`src/rtl/bmx_pkg.sv`:
```
// shared types and constants for the binary trie max-xor engine
`timescale 1ns / 1ps
`default_nettype none
package bmx_pkg;

   localparam int VALUE_BITS      = 32;
   localparam int KEY_BITS_DEF    = 32;
   localparam int NODE_COUNT_DEF  = 4096;

   localparam logic OP_INSERT = 1'b0;
   localparam logic OP_QUERY  = 1'b1;

   typedef enum logic [1:0] {
      ST_IDLE,
      ST_WALK,
      ST_ALLOC,
      ST_FINISH
   } state_type;

   // control word for the bit-serial key and result shifters
   typedef struct packed {
      logic load;
      logic shift;
      logic best_bit;
   } ser_ctrl_type;

endpackage
`default_nettype wire

```
`src/rtl/bmx_bit_serial.sv`:
```
// bit-serial key shifter and max-xor result accumulator
`timescale 1ns / 1ps
`default_nettype none
module bmx_bit_serial
   import bmx_pkg::*;
#(
   parameter int KEY_BITS = KEY_BITS_DEF
) (
   input  wire logic                  clock,
   input  wire ser_ctrl_type          ctrl,
   input  wire logic [VALUE_BITS-1:0] value,
   output logic                       key_msb,
   output logic      [VALUE_BITS-1:0] best_value
);

   logic [KEY_BITS-1:0] key_ff;
   logic [KEY_BITS-1:0] key_in;
   logic [KEY_BITS-1:0] best_ff;
   logic [KEY_BITS-1:0] best_in;

   always_comb begin
      key_in  = key_ff;
      best_in = best_ff;
      if (ctrl.load) begin
         key_in  = KEY_BITS'(value);
         best_in = '0;
      end else if (ctrl.shift) begin
         key_in  = key_ff << 1;
         best_in = (best_ff << 1) | KEY_BITS'(ctrl.best_bit);
      end
   end

   always_ff @(posedge clock) begin
      key_ff  <= key_in;
      best_ff <= best_in;
   end

   assign key_msb    = key_ff[KEY_BITS-1];
   assign best_value = VALUE_BITS'(best_ff);

endmodule
`default_nettype wire

```
`config.mk`:
```
export PLATFORM = sky130hd
export DESIGN_NAME = bmx_bit_serial
export DESIGN_NICKNAME = d
export VERILOG_FILES = /design/src/rtl/bmx_pkg.sv /design/src/rtl/bmx_bit_serial.sv
export SDC_FILE = /design/constraint.sdc
export NUM_CORES = 1
export LEC_CHECK = 0
export BUFFER_PORTS_ARGS = -buffer_cell sky130_fd_sc_hd__buf_2
export CORE_MARGIN = 3
export CORE_UTILIZATION = 40
export DETAILED_ROUTE_END_ITERATION = 7
export PLACE_DENSITY = 0.62
export SLEW_MARGIN = 20
export SYNTH_ARGS = -nofsm -noshare
export SYNTH_HDL_FRONTEND = slang
export SYNTH_SLANG_ARGS = --single-unit
```
`constraint.sdc`:
```
create_clock -name clock -period 3.5 [get_ports clock]
set_input_delay 1.05 -clock clock [delete_from_list [all_inputs] [get_ports clock]]
set_output_delay 1.05 -clock clock [all_outputs]
set_load 0.1 [all_outputs]
```
==> impl_metrics.tcl, run 1 <==
set metrics [dict create \
    slew_viol_final 0 \
    grt_start_max_net_pins 63 \
    r2r-end "key_ff[24]" \
    grt_util_all_layers_pct 12.6 \
    yosys_warnings 0 \
    grtUsageMet3_pct 5.57 \
    use_met2_pct 15.3 \
    power_uw 1560 \
    synth_top_family_by_area "multiplexers" \
    cts_buffers 9 \
    tightest_slew_ns 0.769 \
    rrSetupSlack_ns 2.60 \
    cp-end-kind "output pin" \
    synthAdderAreaFrac_pct 0 \
    post-dp-hpwl_mm 2.78 \
    synth_top_area_share_pct 37.6 \
    finalCritPeriodShare_pct 62.4 \
    die_h_microns 86.0 \
    syn-num-nets 208 \
    wl_per_cell_microns 13.6 \
    drtAntennaViolNets 0 \
    worstPathBufferInverterCount 1 \
    setup_tns_ns 0 \
    grtUsageMet1_pct 17.5 \
    nets 278 \
    critPathTopFamily "buffers and inverters" \
    cts_buffer_depth 2 \
    synthSimpleGateAreaFrac_pct 5.18 \
    p_int_uw 1220 \
    first_pass_iters 4 \
    place.gp.congestion 0.657 \
    synthMuxAreaShare_pct 28.1 \
    grt_pass1_vias 1457 \
    drc 0 \
    min_from "best_value[31]" \
    crit_fanout 3 \
    critPathArrivalTime_ns 1.13 \
    power.leakage_uw 0.00143 \
    synth-seq-cells 64 \
    avgSynthCellArea_sq_um 14.9 \
    required_ns 2.45 \
    cap_violations 0 \
    synth_xor_area_share_pct 0 \
    post_drt_via_cell_ratio 4.67 \
    critPathSlowestCell "buf_2" \
    startpoint_type "flop" \
    ctsHoldBuffers 0 \
    regToRegStartpoint "key_ff[23]" \
    r2r.worst_path.cells 1 \
    crit_chain "buf_2" \
    switching_power_uw 340 \
    synth-compound-area-share_pct 0 \
    setup_violations 0 \
    rows 28 \
    synth_cells 172 \
    numPortBuffers 68 \
    outcome "finished clean" \
    path_clk_slew_ns 0.06 \
    clock_latency_ns 0.33 \
    seqPwrFrac_pct 54.4 \
    drive_gt1_share_pct 47.0 \
    synth.distinct_cells 11 \
    synth_area_sq_um 2560 \
    synthTopCellsByArea "edfxtp_1 (38%), dfxtp_1 (25%), mux2i_1 (13%)" \
    core_sq_um 6060 \
    fin_worst_skew_ns 0.00665 \
    io_pins 69 \
    period_minus_slack_ns 2.18 \
    grt_pass1_wl_mm 7.04 \
    path_depth 1 \
    power_per_cell_area_nw_per_um2 505 \
    dieArea_sq_um 7390 \
    path_class "flop to output pin" \
    cts_resized 0 \
    fp.dieW_microns 86.0 \
    top_usage_layer "met1" \
    hold_depth 2 \
    start_util_pct 42.2 \
    synthToLayoutAreaGrowth_pct 20.6 \
    drt_iter0_markers 78 \
    slowest_delay_ns 0.44 \
    p_sw_share_pct 21.8 \
    cts_tree "yes" \
    slew_headroom_pct 48.7 \
    num_vias 1505 \
    finalHoldViolCount 0 \
    combPwrFrac_pct 8.5 \
    yosys.area.top_type "edfxtp_1" \
    fmax_mhz 458 \
    wirelength_mm 4.37 \
    whs_endpoint "best_value[31]" \
    power_frac_clock_pct 37.1 \
    ys_seq_area_share_pct 62.6 \
    antenna_found_initial 1 \
    cts_sinks 64 \
    diodes 0 \
    cts_root_buf "clkbuf_8" \
    hold_class "flop to flop" \
    post_cts_buffers 0 \
    grt_setup_unrepaired "false" \
    peakVddDrop_uv 232 \
    htree_levels 3 \
    grt_remaining_overflow 0 \
]
## synth_stat cells, drive strengths merged
library cell,count
dfxtp,32
edfxtp,32
and2,1
or2,1
mux2,31
mux2i,32
buf,11
nor2,32
## power by group through the flow
stage          clock network (uW)  registers (uW)  logic [uW]
2_1_floorplan                   0             880        89.1
3_3_place_gp                    0             866         132
3_5_place_dp                    0             866         133
4_1_cts                       603             849         134
5_1_grt                       637             853         142
6_report                      579             848         132
## state kept, by name, indices dropped and copies added (netlist names)
register    count
key_ff         32
best_value     32
## final cells by class
cell class,instances,area [sq um]
clock buffers,13,170
clock inverters,3,15.0
fillers,553,2970
multi-input cells,97,851
flip-flops and latches,64,1600
well taps,75,93.8
repair buffers,70,355
## cell usage in the layout, fill, tap and decap left out
cell type   n
and2_1      1
dfxtp_1    32
clkinv_2    3
edfxtp_1   32
clkbuf_16   1
mux2_4     13
clkbuf_8   10
mux2_2     18
mux2i_1    32
clkbuf_1    2
nor2_1     32
or2_2       1
buf_2      68
buf_4       2
## worst max path at each step
stage	end	startpoint	slack, ns
final	best_value[1]	best_value[1]	1.32
after global routing	best_value[30]	best_value[30]	1.25
after CTS	best_value[30]	best_value[30]	1.29
after detailed placement	key_ff[4]	ctrl[2]	1.03
after global placement	key_ff[9]	ctrl[2]	1.04
after floorplan	key_ff[0]	ctrl[1]	1.34
## worst min-delay path: stages (launching register included)
cell	delay, ns
dfxtp_1	0.32
mux2i_1	0.06
nor2_1	0.07
## through the flow
| stage | hold slack (ns) | setup slack, ns | instances | util [%] | area [sq um] |
|---|---|---|---|---|---|
| final | 0.489 | 1.32 | 322 | 50.9 | 3090 |
| after global routing | 0.544 | 1.25 | 322 | 50.9 | 3090 |
| after CTS | 0.500 | 1.29 | 322 | 50.9 | 3090 |
| after detailed placement | 0.481 | 1.03 | 306 | 47.9 | 2900 |
| after global placement | 0.475 | 1.04 | 306 | 47.9 | 2900 |
| after floorplan | 0.525 | 1.34 | 172 | - | 2560 |
## kinds of logic after synthesis
kind of cell | count (synthesis)
and+or+nand+nor | 34
DFF | 64
muxes | 63
buffers and inverters | 11
## per-layer routing
layer	vias to the layer above	part of all wire, %
met2	59	38
li1	752	-
met5	-	0.30
met4	2	2.7
met3	14	9.9
met1	678	49
(Power assumes the default switching activity.)
==> run 2, diff against run 1 <==
--- a/config.mk
+++ b/config.mk
@@ -5,11 +5,12 @@
 export SDC_FILE = /design/constraint.sdc
 export NUM_CORES = 1
 export LEC_CHECK = 0
+export ABC_AREA = 1
 export BUFFER_PORTS_ARGS = -buffer_cell sky130_fd_sc_hd__buf_2
 export CORE_MARGIN = 3
 export CORE_UTILIZATION = 40
 export DETAILED_ROUTE_END_ITERATION = 7
-export PLACE_DENSITY = 0.62
+export PLACE_DENSITY = 0.61
 export SLEW_MARGIN = 20
 export SYNTH_ARGS = -nofsm -noshare
 export SYNTH_HDL_FRONTEND = slang
==> constraint.sdc (replaced) <==
create_clock -name clock -period 2.15 [get_ports clock]
set_input_delay 0.645 -clock clock [delete_from_list [all_inputs] [get_ports clock]]
set_output_delay 0.645 -clock clock [all_outputs]
set_load 0.1 [all_outputs]
==> impl_metrics.tcl, run 2 <==
set metrics [dict create \
    cap_violations 0 \
    worstPathBufferInverterCount 1 \
    power.leakage_uw 0.00169 \
    p_sw_share_pct 29.9 \
    grtUsageMet3_pct 4.84 \
    synth_top_area_share_pct 35.4 \
    synthTopCellsByArea "edfxtp_1 (35%), dfxtp_1 (24%), nand2_1 (22%)" \
    cts_buffer_depth 2 \
    final_cell_mix "nand2_1 (158), buf_2 (68), nor2_1 (64)" \
    post_cts_buffers 0 \
    fp.dieW_microns 88.3 \
    synth_edf_count 32 \
    synth_flop_cell "edfxtp_1" \
    path_clk_slew_ns 0.07 \
    regToRegStartpoint "key_ff[9]" \
    grt_util_all_layers_pct 14.0 \
    synth_common_cells "nand2_1 (158), nor2_1 (64), inv_1 (33)" \
    fin_worst_skew_ns 0.00629 \
    critical_path.startpoint "best_value[28]" \
    cts_sinks 64 \
    start_util_pct 42.0 \
    yosys_warnings 0 \
    post-place-ws_ns 0.224 \
    required_ns 1.50 \
    period_minus_slack_ns 1.80 \
    critPathTopFamily "buffers and inverters" \
    fmax_mhz 556 \
    num_vias 2060 \
    grt_remaining_overflow 0 \
    seqPwrFrac_pct 46.9 \
    setup_violations 0 \
    critPathSlowestCell "buf_2" \
    synth_most_common_cell "nand2_1" \
    setup_tns_ns 0 \
    io_pins 69 \
    drive_gt1_share_pct 20.6 \
    antenna_found_initial 0 \
    finalCritPeriodShare_pct 83.6 \
    drtAntennaViolNets 0 \
    nets 439 \
    first_pass_iters 4 \
    cp-end-kind "output pin" \
    power_per_cell_area_nw_per_um2 950 \
    synth_area_sq_um 2710 \
    dieArea_sq_um 7800 \
    cts_buffers 9 \
    diodes 0 \
    outcome "finished clean" \
    yosys.area.top_type "edfxtp_1" \
    grt_setup_unrepaired "false" \
    clock_latency_ns 0.33 \
    top_usage_layer "met2" \
    tightest_slew_ns 0.748 \
    grt_pass1_wl_mm 8.30 \
    drc 0 \
    synth-seq-cells 64 \
    syn-num-nets 374 \
    crit_chain "buf_2" \
    holdWs_ns 0.478 \
    avgSynthCellArea_sq_um 8.02 \
    path_class "flop to output pin" \
    cts_tree "yes" \
    p_int_uw 2150 \
    use_met2_pct 20.3 \
    cts_root_buf "clkbuf_8" \
    timing.final.ws_setup_ns 0.353 \
    grt_pass1_vias 1834 \
    hold_class "flop to flop" \
    switching_power_uw 919 \
    finalHoldViolCount 0 \
    ctsHoldBuffers 0 \
    numPortBuffers 68 \
    min_from "best_value[31]" \
    power_frac_clock_pct 35.1 \
    final_common_cell "nand2_1" \
    slew_viol_final 0 \
    slew_headroom_pct 50.1 \
    async_reset_ff_share_pct 0 \
    peakVddDrop_uv 387 \
    grtUsageMet1_pct 18.6 \
    drt_iter0_markers 109 \
    ys_seq_area_share_pct 59.1 \
    cts_resized 0 \
    place.gp.congestion 0.698 \
    crit_fanout 3 \
    wl_per_cell_microns 10.1 \
    htree_levels 3 \
    synth_cells 338 \
    critPathArrivalTime_ns 1.15 \
    post_drt_via_cell_ratio 4.25 \
    die_h_microns 88.3 \
    combPwrFrac_pct 18.1 \
    synth.distinct_cells 10 \
    slowest_delay_ns 0.45 \
    rows 29 \
    startpoint_type "flop" \
    grt_start_max_net_pins 65 \
    wirelength_mm 4.88 \
    post-dp-hpwl_mm 3.08 \
    core_sq_um 6460 \
    synthToLayoutAreaGrowth_pct 19.2 \
]
-- run 2: power by group through the flow --
| stage | sequential (uW) | combinational, uW | clock (uW) |
|---|---|---|---|
| 6_report | 1440 | 555 | 1080 |
| 5_1_grt | 1450 | 606 | 1160 |
| 4_1_cts | 1440 | 560 | 1110 |
| 3_5_place_dp | 1470 | 560 | 0 |
| 3_3_place_gp | 1460 | 556 | 0 |
| 2_1_floorplan | 1750 | 188 | 0 |
-- run 2: cell type report --
class,instances,area [sq um]
flip-flops and latches,64,1600
clock buffers,11,131
fillers,655,3230
inverters,34,130
multi-input cells,223,840
well taps,77,96.3
clock inverters,5,71.3
repair buffers,71,363
-- run 2: cells by family (layout without fill, tap and decap cells) --
logic type	after synthesis	after routing	share of synthesized area [%]
simple gates	223	223	31.0
buf+inv	51	121	9.97
flops	64	64	59.1
-- run 2: final timing paths --
path,slack (ns),endpoint,cells past startpoint
worst max-delay path,0.35,best_value[28],1
worst max register to register,1.40,key_ff[10],2
worst min register to register,0.48,best_value[31],2
worst min-delay path,0.48,best_value[31],2
-- run 2: routing by layer --
metal | share of wire (%) | wire length (microns)
met3 | 5.7 | 278
met2 | 43 | 2080
met5 | 0 | 0
met4 | 2.0 | 100
met1 | 50 | 2420
-- run 2: tightest hold or removal path, cell delays in order (launching register included) --
cell,delay (ns)
dfxtp_1,0.31
nor2_1,0.08
nor2_1,0.05
-- run 2: metrics by stage --
step                      instances  area [sq um]  utilization [%]  power [uW]
after global placement          469          3030             46.9        2020
after detailed placement        469          3030             46.9        2030
after floorplan                 338          2710                -        1930
after global routing            485          3230             50.1        3220
after CTS                       485          3230             50.1        3110
final                           485          3230             50.1        3070
